`src/rtl/core/spc_pkg.sv`:
```
// ----------------------------------------------------------------------------
// spc_pkg
// shared types and constants for the segment closest point block
// ----------------------------------------------------------------------------
package spc_pkg;

	localparam int unsigned CoordW = 32;
	localparam int unsigned DiffW  = CoordW + 1;
	localparam int unsigned ProdW  = 2 * DiffW;
	localparam int unsigned DenW   = ProdW + 2;
	localparam int unsigned NumW   = DenW + 1;
	localparam int unsigned TFrac  = 16;
	localparam int unsigned TW     = TFrac + 1;
	localparam int unsigned IdxW   = 3;

	localparam logic [IdxW-1:0] REG_START_X = 3'd0;
	localparam logic [IdxW-1:0] REG_START_Y = 3'd1;
	localparam logic [IdxW-1:0] REG_START_Z = 3'd2;
	localparam logic [IdxW-1:0] REG_END_X   = 3'd3;
	localparam logic [IdxW-1:0] REG_END_Y   = 3'd4;
	localparam logic [IdxW-1:0] REG_END_Z   = 3'd5;

	localparam logic [TW-1:0] T_ONE = TW'(1) << TFrac;

	typedef struct packed {
		logic            vld;
		logic            done;
		logic            degen;
		logic [NumW-1:0] rem;
		logic [DenW-1:0] den;
		logic [TW-1:0]   t;
	} spc_div_t;

endpackage

```
`src/rtl/core/spc_div_cell.sv`:
```
// ----------------------------------------------------------------------------
// spc_div_cell
// one restoring division step per cell, registered toward the next cell
// ----------------------------------------------------------------------------
module spc_div_cell (
	input  logic              clk,
	input  logic              arst_n,
	input  logic              en,
	input  spc_pkg::spc_div_t din,
	output spc_pkg::spc_div_t dout
);

	logic [spc_pkg::NumW-1:0] shl;
	logic                     ge;
	spc_pkg::spc_div_t        nxt;
	logic                     vld_q;
	logic                     done_q;
	logic                     degen_q;
	logic [spc_pkg::NumW-1:0] rem_q;
	logic [spc_pkg::DenW-1:0] den_q;
	logic [spc_pkg::TW-1:0]   t_q;

	always_comb begin
		shl = {din.rem[spc_pkg::NumW-2:0], 1'b0};
		ge  = shl >= {1'b0, din.den};
		nxt = din;
		if (!din.done) begin
			nxt.rem = ge ? shl - {1'b0, din.den} : shl;
			nxt.t   = {din.t[spc_pkg::TW-2:0], ge};
		end
	end

	always_ff @(posedge clk or negedge arst_n) begin
		if (!arst_n) begin
			vld_q <= 1'b0;
		end else if (en) begin
			vld_q <= din.vld;
		end
	end

	always_ff @(posedge clk) begin
		if (en) begin
			done_q  <= nxt.done;
			degen_q <= nxt.degen;
			rem_q   <= nxt.rem;
			den_q   <= nxt.den;
			t_q     <= nxt.t;
		end
	end

	always_comb begin
		dout.vld   = vld_q;
		dout.done  = done_q;
		dout.degen = degen_q;
		dout.rem   = rem_q;
		dout.den   = den_q;
		dout.t     = t_q;
	end

endmodule

```
`config.mk`:
```
export PLATFORM = sky130hd
export DESIGN_NAME = spc_div_cell
export DESIGN_NICKNAME = d
export VERILOG_FILES = /design/src/rtl/core/spc_pkg.sv /design/src/rtl/core/spc_div_cell.sv
export SDC_FILE = /design/constraint.sdc
export NUM_CORES = 1
export LEC_CHECK = 0
export CELL_PAD_IN_SITES_DETAIL_PLACEMENT = 1
export CELL_PAD_IN_SITES_GLOBAL_PLACEMENT = 1
export CORE_AREA = 3 3 209 109
export DETAILED_ROUTE_END_ITERATION = 7
export DIE_AREA = 0 0 212 112
export DONT_BUFFER_PORTS = 1
export PLACE_DENSITY = 0.87
export SETUP_SLACK_MARGIN = 0.5
export SLEW_MARGIN = 30
export SYNTH_ARGS = -nofsm -noshare
export SYNTH_HDL_FRONTEND = slang
export SYNTH_SLANG_ARGS = --single-unit
```
`constraint.sdc`:
```
create_clock -name clk -period 2.5 [get_ports clk]
set_clock_uncertainty 0.2 [all_clocks]
set_input_delay 0.5 -clock clk [delete_from_list [all_inputs] [get_ports clk]]
set_output_delay 0.5 -clock clk [all_outputs]
set_load 0.005 [all_outputs]
```
==> results of run 1 <==
kinds of logic after synthesis:
family | count (synthesis)
buffers and inverters | 171
adders and majority gates | 69
and+or+nand+nor | 300
DFF | 157
muxes | 69
AOI/OAI and AO/OA | 332
xor gates and xnor gates | 52
metrics by stage:
step	util (%)	setup TNS, ns	std cells	area, sq um	hold slack (ns)
detailed placement	63.29	-93.19	1634	13450	0.004443
global placement	63.29	-84.19	1634	13450	0.004449
floorplan	-	-61.85	1150	11440	0.004409
==> out/qor.txt, run 1 <==
Adder-Cell Fraction of Synth Area: 7.829%
Error msg: [ERROR DPL-0033] detailed placement checks failed during check placement.
Ys flop type: edfxtp_1
Post-synth cell types: 75
H-tree depth: 4
YS warnings: 0
Setup repair bufs after CTS: 66
Post-synth net total: 1,379
Synth top area share: 42.11%
Synth area leaders: edfxtp_1, ha_1, mux2_2, a21oi_1, inv_1
Outcome: did not finish
Clock Sinks: 157
Bufs on Longest Clock Path: 2
TritonCTS buffer count: 17
CTS Root Cell: clkbuf_16
# IOs: 317
Number of port buffers: 0
Post-synthesis simple-gate area fraction: 13.87%
Mux contribution to synthesized area: 6.918%
Asr flop ratio synth: 0.6369%
Top-count cell post-synth: edfxtp_1
Failed at: clock tree synthesis
Post-synth EDFFs: 156
Sequential share of the synthesized area: 42.34%
Cells after Synth: 1,150
Cell Area, Synth: 0.01112 sq mm
Synth area leader: edfxtp_1
Die H: 112 microns
Xor and xnor area share after synthesis: 4.094%
Syn_area_per_cell: 9.672 sq um
Yosys reg bits: 157
PostCTS Resize Cnt: 383
Synth top cells by count: edfxtp_1, a21oi_1, inv_1, nand2_1, o21ai_0
Post-DP HPWL: 33.93 mm
Hold Buf Count CTS: 72
Starting density of the core: 52.34%
GPL Wtd Cong: 0.9858
Place WS: -1.552 ns
Die width: 212 microns
Compound-Gate Fraction of Synth Area: 18.68%
Num rows: 38
Largest family of logic cells by synthesized area: compound AO/OA/AOI/OAI gates
==> run 2, diff against run 1 <==
- CELL_PAD_IN_SITES_DETAIL_PLACEMENT: 1 -> unset
- CELL_PAD_IN_SITES_GLOBAL_PLACEMENT: 1 -> unset
- CORE_AREA: 3 3 209 109 -> 3 3 171 173
- DIE_AREA: 0 0 212 112 -> 0 0 174 176
- PLACE_DENSITY: 0.87 -> unset
- PLACE_DENSITY_LB_ADDON: unset -> 0.15
- SETUP_SLACK_MARGIN: 0.5 -> unset
==> out/qor.txt, run 2 <==
Largest net degree at the start of global routing: 125
Slew Limit Fails: 0
Die area: 0.03062 sq mm
Post-DP Area: 0.01361 sq mm
Sequential cell area: 0.004710 sq mm
Antenna diode count: 0
Ys flop type: edfxtp_1
Syn_area_per_cell: 9.672 sq um
First-pass GRT wire length: 61.39 mm
Initial DRC Count: 620
Post-synth cell types: 75
Die H: 176 microns
Clk pwr share: 26.0%
CP max stage cell: or3_4
TritonCTS clock tree: yes
# IOs: 317
Final worst slack: -0.7554 ns
Post-synth EDFFs: 156
Bufs on Longest Clock Path: 2
Register clock-pin slew on the reported worst setup and hold paths: 0.07 ns
Fin area: 0.01746 sq mm
Most frequent cells in the layout: buf_4, edfxtp_1, a21oi_1
Area of the multi-input gates: 0.007475 sq mm
Starting density of the core: 40.04%
Final min period: 3.255 ns
Synth top area share: 42.11%
RSZ-0062 raised after global routing: yes
Final Core Density: 62.84%
Max reg flops: 69
Switching Fraction: 31.59%
Vias in the first global route: 10,720
Synth top cells by count: edfxtp_1, a21oi_1, inv_1, nand2_1, o21ai_0
Yosys reg bits: 157
Die width: 174 microns
Fin nets: 1,739
WP data arrival: 3.24 ns
Outcome: finished with violations
Count of final setup violators: 70
Internal: 6.584 mW
Cells after Synth: 1,150
Post-synth net total: 1,379
Asr flop ratio synth: 0.6369%
Initial antenna violation count: 0
Sequential group share of total power: 35.5%
Sequential share of the synthesized area: 42.34%
Violated checks: negative setup slack
Core area: 0.02778 sq mm
Measured slew at the worst slew-check pin: 0.8484 ns
Crit start category: primary input
Synth area leader: edfxtp_1
Worst path cell trace: inv_2 -> ha_4 -> buf_4 -> nand3_1 -> o211ai_1 -> buf_4 -> a21oi_4 -> a211oi_4 -> or3_4 -> o211a_4 -> o31a_4 -> buf_12 -> clkbuf_16 -> nor2_4 -> a21oi_1 -> mux2_2
Synth area leaders: edfxtp_1, ha_1, mux2_2, a21oi_1, inv_1
Place WS: -1.419 ns
Gr ovfl total: 0
YS warnings: 0
Cell mode on critical path: buf_4
Post-DP HPWL: 26.57 mm
Routed via count: 10,370
Num rows: 61
DR WL/cell: 21.50 microns
Max cap viols: 0
Slew headroom: 43.25%
GPL Wtd Cong: 0.8960
Pre-Repair DR Iteration Count: 4
Most common cell after layout, fill and taps aside: buf_4
# DRC: 0
Worst-path maximum fanout: 6
CP required: 2.49 ns
Biggest register: rem_q
Period utilisation layout: 130.2%
CTS Root Cell: clkbuf_16
Largest regs: rem_q (69), den_q (68), t_q (17)
Placed instance count: 1,737
Vias/cell: 5.453
Clock Sinks: 157
Endpoint type of the worst setup path: register
Peak Freq: 0.3072 GHz
Antenna violation net count after detailed routing: 0
Layout cell share with drive strength beyond 1: 44.91%
Peak VDD IR: 0.3946 mV
Hold Path Class: primary input to register
Final hold vios: 0
Setup TNS: -43.76 ns
Layout Cells excl Fill: 1,901
Final wirelength: 40.87 mm
Power Dens Cells: 551.3 mW/mm^2
Top-count cell post-synth: edfxtp_1
H-tree depth: 4
Total global-route track usage: 25.56%
Power share of the combinational group: 38.5%
Critical path class: primary input to register
Switching power of the nets: 3.040 mW
Number of port buffers: 0
Fillers: 2,295
Skew-Pair Late Insertion Delay: 0.43 ns
Synth-to-Final Area Change: 56.95%
TritonCTS buffer count: 17
Largest stage delay on the critical path: 0.39 ns
Leak pwr: 7.138 nW
Cell Area, Synth: 0.01112 sq mm
## run 2: final timing paths
path                          start   endpoint  slack, ns  cells past startpoint
setup / recovery            din[26]  rem_q[17]      -0.76                     16
hold reg to reg               vld_q      vld_q       0.36                      1
hold / removal             din[156]      vld_q       0.03                      1
max in group asynchronous    arst_n      vld_q       1.91                      1
setup reg to reg              vld_q      vld_q       1.52                      1
min in group asynchronous    arst_n      vld_q       0.08                      1
## run 2: critical path: cells and delay by family
| kind | cells | cell delay, ns |
|---|---|---|
| AO/OA/AOI/OAI | 6 | 0.95 |
| buffers and inverters | 5 | 0.71 |
| AND/OR/NAND/NOR | 3 | 0.55 |
| multiplexers | 1 | 0.27 |
| adder cells (fa/ha/maj) | 1 | 0.25 |
## run 2: logic make-up after synthesis
kind of cell | Yosys count | share of synthesized area [%]
adders and majority gates | 69 | 7.829
xor gates and xnor gates | 52 | 4.095
muxes | 69 | 6.918
buffers and inverters | 171 | 6.265
DFF | 157 | 42.34
AOI/OAI and AO/OA | 332 | 18.68
and+or+nand+nor | 300 | 13.87
## run 2: power by group through the flow
stage / clock [mW] / combinational [mW] / sequential (mW)
2_1_floorplan: 0 / 1.52 / 3.40
3_3_place_gp: 0 / 2.37 / 3.48
3_5_place_dp: 0 / 2.38 / 3.47
4_1_cts: 2.54 / 3.41 / 3.42
5_1_grt: 2.65 / 3.96 / 3.44
6_report: 2.50 / 3.71 / 3.42
## run 2: timing repair
| action | 4_1_cts | 5_1_grt |
|---|---|---|
| buffers inserted | 42 | 9 |
| gates cloned | 15 | 2 |
| pin swaps | 109 | 54 |
| gates resized for setup | 285 | 127 |
| setup endpoints to repair | 70 | 70 |
| hold buffers | 73 | 1 |
| hold endpoints to repair | 100 | 17 |
## run 2: layout make-up
cell class | instances | area share, %
Sequential cell | 157 | 26.98
Timing Repair Buffer | 410 | 22.03
Multi-Input combinational cell | 822 | 42.82
Inverter | 102 | 2.394
Tap cell | 378 | 2.709
Clock buffer | 21 | 2.523
Clock inverter | 11 | 0.5519
## run 2: per-stage QoR
stage | total power [mW] | hold slack [ns]
2_1_floorplan | 4.920 | 0.004409
3_3_place_gp | 5.851 | 0.004443
3_5_place_dp | 5.851 | 0.004441
4_1_cts | 9.368 | 0.001696
5_1_grt | 10.05 | 0.007134
6_report | 9.624 | 0.03041
## run 2: metal layers
| layer | global-route usage (%) | wire (microns) |
|---|---|---|
| met4 | 7.172 | 653 |
| met2 | 42.72 | 19800 |
| met3 | 6.516 | 2364 |
| met5 | 0 | 0 |
| met1 | 33.01 | 18040 |
Power figures use the tool's default switching activity.
==> run 3, diff against run 2 <==
- REMOVE_ABC_BUFFERS: unset -> 1
- clock period: 2.5 -> 3.3 ns (I/O delays scaled with it)
==> out/qor.txt, run 3 (synthesis results as in run 2) <==
Crit start category: primary input
Vias/cell: 5.537
Period utilisation layout: 102.1%
Placed instance count: 1,723
Initial antenna violation count: 0
DR WL/cell: 21.19 microns
Final min period: 3.371 ns
Most frequent cells in the layout: buf_4, edfxtp_1, inv_1, a21oi_1, nand2_1
Peak VDD IR: 0.3133 mV
Skew-Pair Late Insertion Delay: 0.44 ns
Fin nets: 1,634
Register clock-pin slew on the reported worst setup and hold paths: 0.08 ns
# IOs: 317
Worst path cell trace: inv_1 -> ha_4 -> a21oi_1 -> o211ai_1 -> a21oi_2 -> a211oi_2 -> or3_4 -> o211a_4 -> buf_6 -> o31a_4 -> buf_12 -> buf_16 -> nor2_4 -> a21oi_1 -> mux2_2
Biggest register: rem_q
Routed via count: 9,944
WP data arrival: 3.36 ns
Die H: 176 microns
Endpoint type of the worst setup path: register
Outcome: finished with violations
Violated checks: negative setup slack
CP required: 3.29 ns
Die width: 174 microns
Final worst slack: -0.07072 ns
Most common cell after layout, fill and taps aside: buf_4
Slew headroom: 64.55%
Number of port buffers: 0
Core area: 0.02778 sq mm
Critical path class: primary input to register
Antenna violation net count after detailed routing: 0
Peak Freq: 0.2967 GHz
GPL Wtd Cong: 0.8676
Hold Path Class: primary input to register
Gr ovfl total: 0
Count of final setup violators: 10
Hold_ws: 0.1037 ns
Vias in the first global route: 10,000
Setup TNS: -0.5053 ns
Largest net degree at the start of global routing: 158
Largest stage delay on the critical path: 0.38 ns
First-pass GRT wire length: 56.75 mm
Post-DP HPWL: 26.68 mm
TritonCTS buffer count: 17
Largest regs: rem_q (69), den_q (68), t_q (17)
Starting density of the core: 40.04%
RSZ-0062 raised after global routing: yes
Leak pwr: 6.349 nW
Cell mode on critical path: a21oi_1
H-tree depth: 4
Clock Sinks: 157
Final wirelength: 38.05 mm
Slew Limit Fails: 0
Final hold vios: 0
Max reg flops: 69
Die area: 0.03062 sq mm
Antenna diode count: 0
Tot Pwr: 6.902 mW
Layout Cells excl Fill: 1,796
Layout cell share with drive strength beyond 1: 41.96%
Pre-Repair DR Iteration Count: 5
CTS Root Cell: clkbuf_16
Measured slew at the worst slew-check pin: 0.5262 ns
Power Dens Cells: 439.8 mW/mm^2
Max cap viols: 0
Initial DRC Count: 551
TritonCTS clock tree: yes
Num rows: 61
Worst-path maximum fanout: 7
CP max stage cell: or3_4
Bufs on Longest Clock Path: 2
Synth-to-Final Area Change: 41.10%
# DRC: 0
Total global-route track usage: 23.52%
run 3: cell types whose count changed in the layout (fill, tap and decap cells not counted), sizes merged:
cell	delta
buf	-35
clkbuf	-3
clkinv	-4
dlygate4sd3	-71
inv	+8
run 3: worst max-delay path: cells and delay by family:
family                   cells  cell delay, ns
AO/OA/AOI/OAI                7            1.24
buffers and inverters        4            0.52
AND/OR/NAND/NOR              2            0.45
multiplexers                 1            0.26
adder cells (fa/ha/maj)      1            0.22
run 3: through the flow:
| stage | setup WS (ns) | utilization [%] | cell area, sq um |
|---|---|---|---|
| final | -0.07072 | 56.49 | 15700 |
| after global routing | -0.1569 | 56.49 | 15700 |
| after CTS | -0.05319 | 54.34 | 15100 |
| after detailed placement | -0.8096 | 47.87 | 13300 |
| after global placement | -0.8127 | 47.87 | 13300 |
| after floorplan | -1.577 | - | 10810 |
run 3: repair_timing:
item	CTS	global route
hold buffers	1	0
endpoints found under the hold margin	1	0
endpoints found under the setup margin	69	66
pin swaps	66	46
gates cloned	5	4
buffers inserted	23	15
resized for setup	183	116
run 3: cell type report:
class,count,area [sq um]
multi-input cells,822,6998
clock inverters,15,148.9
fillers,2471,12090
clock buffers,17,425.4
flip-flops and latches,157,4710
repair buffers,305,2537
well taps,378,473.0
inverters,102,402.9
run 3: path summary, 6_finish.rpt:
| kind | start | endpoint | slack [ns] | depth (start not counted) |
|---|---|---|---|---|
| hold / removal | din[22] | den_q[5] | 0.10 | 0 |
| setup reg to reg | vld_q | vld_q | 2.33 | 1 |
| hold reg to reg | vld_q | vld_q | 0.35 | 1 |
| min in group asynchronous | arst_n | vld_q | 0.21 | 1 |
| max in group asynchronous | arst_n | vld_q | 2.59 | 1 |
| setup / recovery | din[23] | rem_q[24] | -0.07 | 15 |
run 3: per-layer routing:
| layer | global-route usage (%) | routed length (microns) | vias to the layer above |
|---|---|---|---|
| met4 | 6.300 | 726 | 0 |
| li1 | - | - | 4752 |
| met5 | 0 | 0 | - |
| met2 | 39.35 | 18370 | 344 |
| met1 | 30.50 | 16570 | 4806 |
| met3 | 5.914 | 2384 | 42 |
run 3: power by group:
part	total (mW)	switching (mW)	leakage (nW)	internal, mW
combinational	2.29	1.12	4.53	1.17
sequential	2.58	0.123	1.54	2.46
clock	2.03	0.958	0.279	1.07
==> run 4, diff against run 3 <==
- ABC_AREA: unset -> 1
- CORE_AREA: 3 3 171 173 -> 3 3 187 189
- DIE_AREA: 0 0 174 176 -> 0 0 190 192
==> out/qor.txt, run 4 <==
Outcome: finished clean
Slew Limit Fails: 0
Final Core Density: 45.83%
Final min period: 2.848 ns
Die width: 190 microns
Peak Freq: 0.3511 GHz
# IOs: 317
Syn_area_per_cell: 6.404 sq um
Final wirelength: 49.27 mm
Number of port buffers: 0
Measured slew at the worst slew-check pin: 0.5907 ns
Hold Buf Count CTS: 1
Final hold vios: 0
CP max stage cell: a21oi_1
Cells after Synth: 2,090
Register clock-pin slew on the reported worst setup and hold paths: 0.07 ns
Starting density of the core: 40.02%
Routed via count: 12,720
Asr flop ratio synth: 0.6369%
Die H: 192 microns
DR WL/cell: 18.57 microns
Worst path bufs/invs: 2
Post-synth EDFFs: 156
Synth top cells by count: nand2_1, inv_1, edfxtp_1, nor2_1, nand3_1
Largest regs: rem_q (69), den_q (68), t_q (17)
Slew headroom: 60.62%
Antenna diode count: 0
Max cap viols: 0
Cell Area, Synth: 0.01339 sq mm
Antenna violation net count after detailed routing: 0
Count of final setup violators: 0
Cell mode on critical path: nand2_1
Post-synth cell types: 38
Place WS: -0.005818 ns
Total length of routed met2 wires: 22.13 mm
Top Family by Delay on Critical Path: compound AO/OA/AOI/OAI gates
Vias/cell: 4.793
Most frequent cells in the layout: nand2_1, inv_1, edfxtp_1
Post-DP HPWL: 40.36 mm
Largest stage delay on the critical path: 0.46 ns
Synth-to-Final Area Change: 14.54%
TritonCTS buffer count: 17
Synth top area share: 35.00%
PostCTS Resize Cnt: 0
Vias in the first global route: 12,620
Bufs on Longest Clock Path: 2
Ys flop type: edfxtp_1
Critical path class: primary input to register
Peak VDD IR: 0.3902 mV
Power Dens Cells: 420.1 mW/mm^2
Initial antenna violation count: 0
Biggest register: rem_q
Fillers: 3,533
DR top layer: met4
Hold_ws: 0.09158 ns
RSZ-0062 raised after global routing: no
H-tree depth: 4
Setup repair bufs after CTS: 0
Most common cell after layout, fill and taps aside: nand2_1
Crit start category: primary input
Worst path cell trace: inv_1 -> ha_1 -> a21oi_1 -> o21ai_1 -> buf_4 -> a21oi_1 -> nand2_1 -> a21oi_1 -> nand3_1 -> nand2_1 -> nand2_1 -> nand2_1 -> nand2_1
Period utilisation layout: 86.32%
Max reg flops: 69
Sequential share of the synthesized area: 35.18%
Met1 wire length: 23.36 mm
Die area: 0.03648 sq mm
WP data arrival: 2.87 ns
Initial DRC Count: 867
Gr ovfl total: 0
CP required: 3.32 ns
Pre-Repair DR Iteration Count: 5
Skew-Pair Late Insertion Delay: 0.45 ns
CTS Root Cell: clkbuf_16
Synth area leader: edfxtp_1
First-pass GRT wire length: 74.40 mm
GPL Wtd Cong: 0.9417
Yosys reg bits: 157
TritonCTS clock tree: yes
Clock Sinks: 157
Fin nets: 2,421
# DRC: 0
Largest net degree at the start of global routing: 158
Final worst slack: 0.4515 ns
Top-count cell post-synth: nand2_1
Synth area leaders: edfxtp_1, nand2_1, inv_1, ha_1, nand3b_1
Layout cell share with drive strength beyond 1: 8.299%
Detail Route met3 WL: 3.342 mm
Hold Path Class: primary input to register
YS warnings: 0
Num rows: 67
Worst-path maximum fanout: 6
Setup TNS: 0 ns
Core area: 0.03345 sq mm
Endpoint type of the worst setup path: register
Leak pwr: 8.497 nW
Total global-route track usage: 26.99%
[run 4: cell types whose count changed after synthesis, sizes merged, moves of 12 or more]
| cell | change |
|---|---|
| nand3b | +64 |
| a21o | -23 |
| nor2b | -14 |
| mux2 | -62 |
| buf | -12 |
| o21ai | -60 |
| clkbuf | -17 |
| a21oi | -71 |
| nand4 | -25 |
| nor2 | +43 |
| nand3 | +75 |
| nand2 | +919 |
| inv | +305 |
[run 4: power breakdown]
| group | total, mW | switching, mW | internal, mW |
|---|---|---|---|
| clock | 2.11 | 0.907 | 1.20 |
| sequential | 2.56 | 0.114 | 2.44 |
| combinational | 1.77 | 1.13 | 0.647 |
| total | 6.44 | 2.15 | 4.29 |
[run 4: worst paths after layout]
kind | start | to | slack, ns | cells past startpoint
setup reg to reg | vld_q | vld_q | 2.31 | 1
hold reg to reg | vld_q | vld_q | 0.38 | 1
setup / recovery | din[77] | rem_q[61] | 0.45 | 13
max in group asynchronous | arst_n | vld_q | 2.59 | 1
min in group asynchronous | arst_n | vld_q | 0.21 | 1
hold / removal | din[19] | den_q[2] | 0.09 | 0
[run 4: stage by stage]
step / cells / area, sq um / power (mW)
floorplan: 2050 / 13190 / 3.687
global placement: 2620 / 14710 / 4.365
detailed placement: 2620 / 14710 / 4.368
CTS: 2653 / 15330 / 6.508
global route: 2653 / 15330 / 6.815
finish: 2653 / 15330 / 6.441
[run 4: cell families after synthesis]
group | count (synthesis) | share of synthesized area [%]
xor gates and xnor gates | 32 | 2.094
DFF | 157 | 35.18
and+or+nand+nor | 1305 | 40.28
muxes | 1 | 0.08412
buffers and inverters | 450 | 12.93
adders and majority gates | 69 | 6.506
AOI/OAI and AO/OA | 76 | 2.926
[run 4: area by class of cell]
class	count	area (sq um)	share of cell area, %
clock buffer	17	425.4	2.775
clock inverter	15	187.7	1.224
inverter	410	1539	10.04
multi-input combinational	1483	6945	45.30
sequential	157	4710	30.72
tap	448	560.5	3.656
timing repair buffer	123	963.4	6.284
[run 4: layer usage]
layer  vias up  track usage (%)
met5         -                0
met4         0            4.208
met3        26            5.585
met2       389            43.92
met1      5725            37.75
li1       6577                -
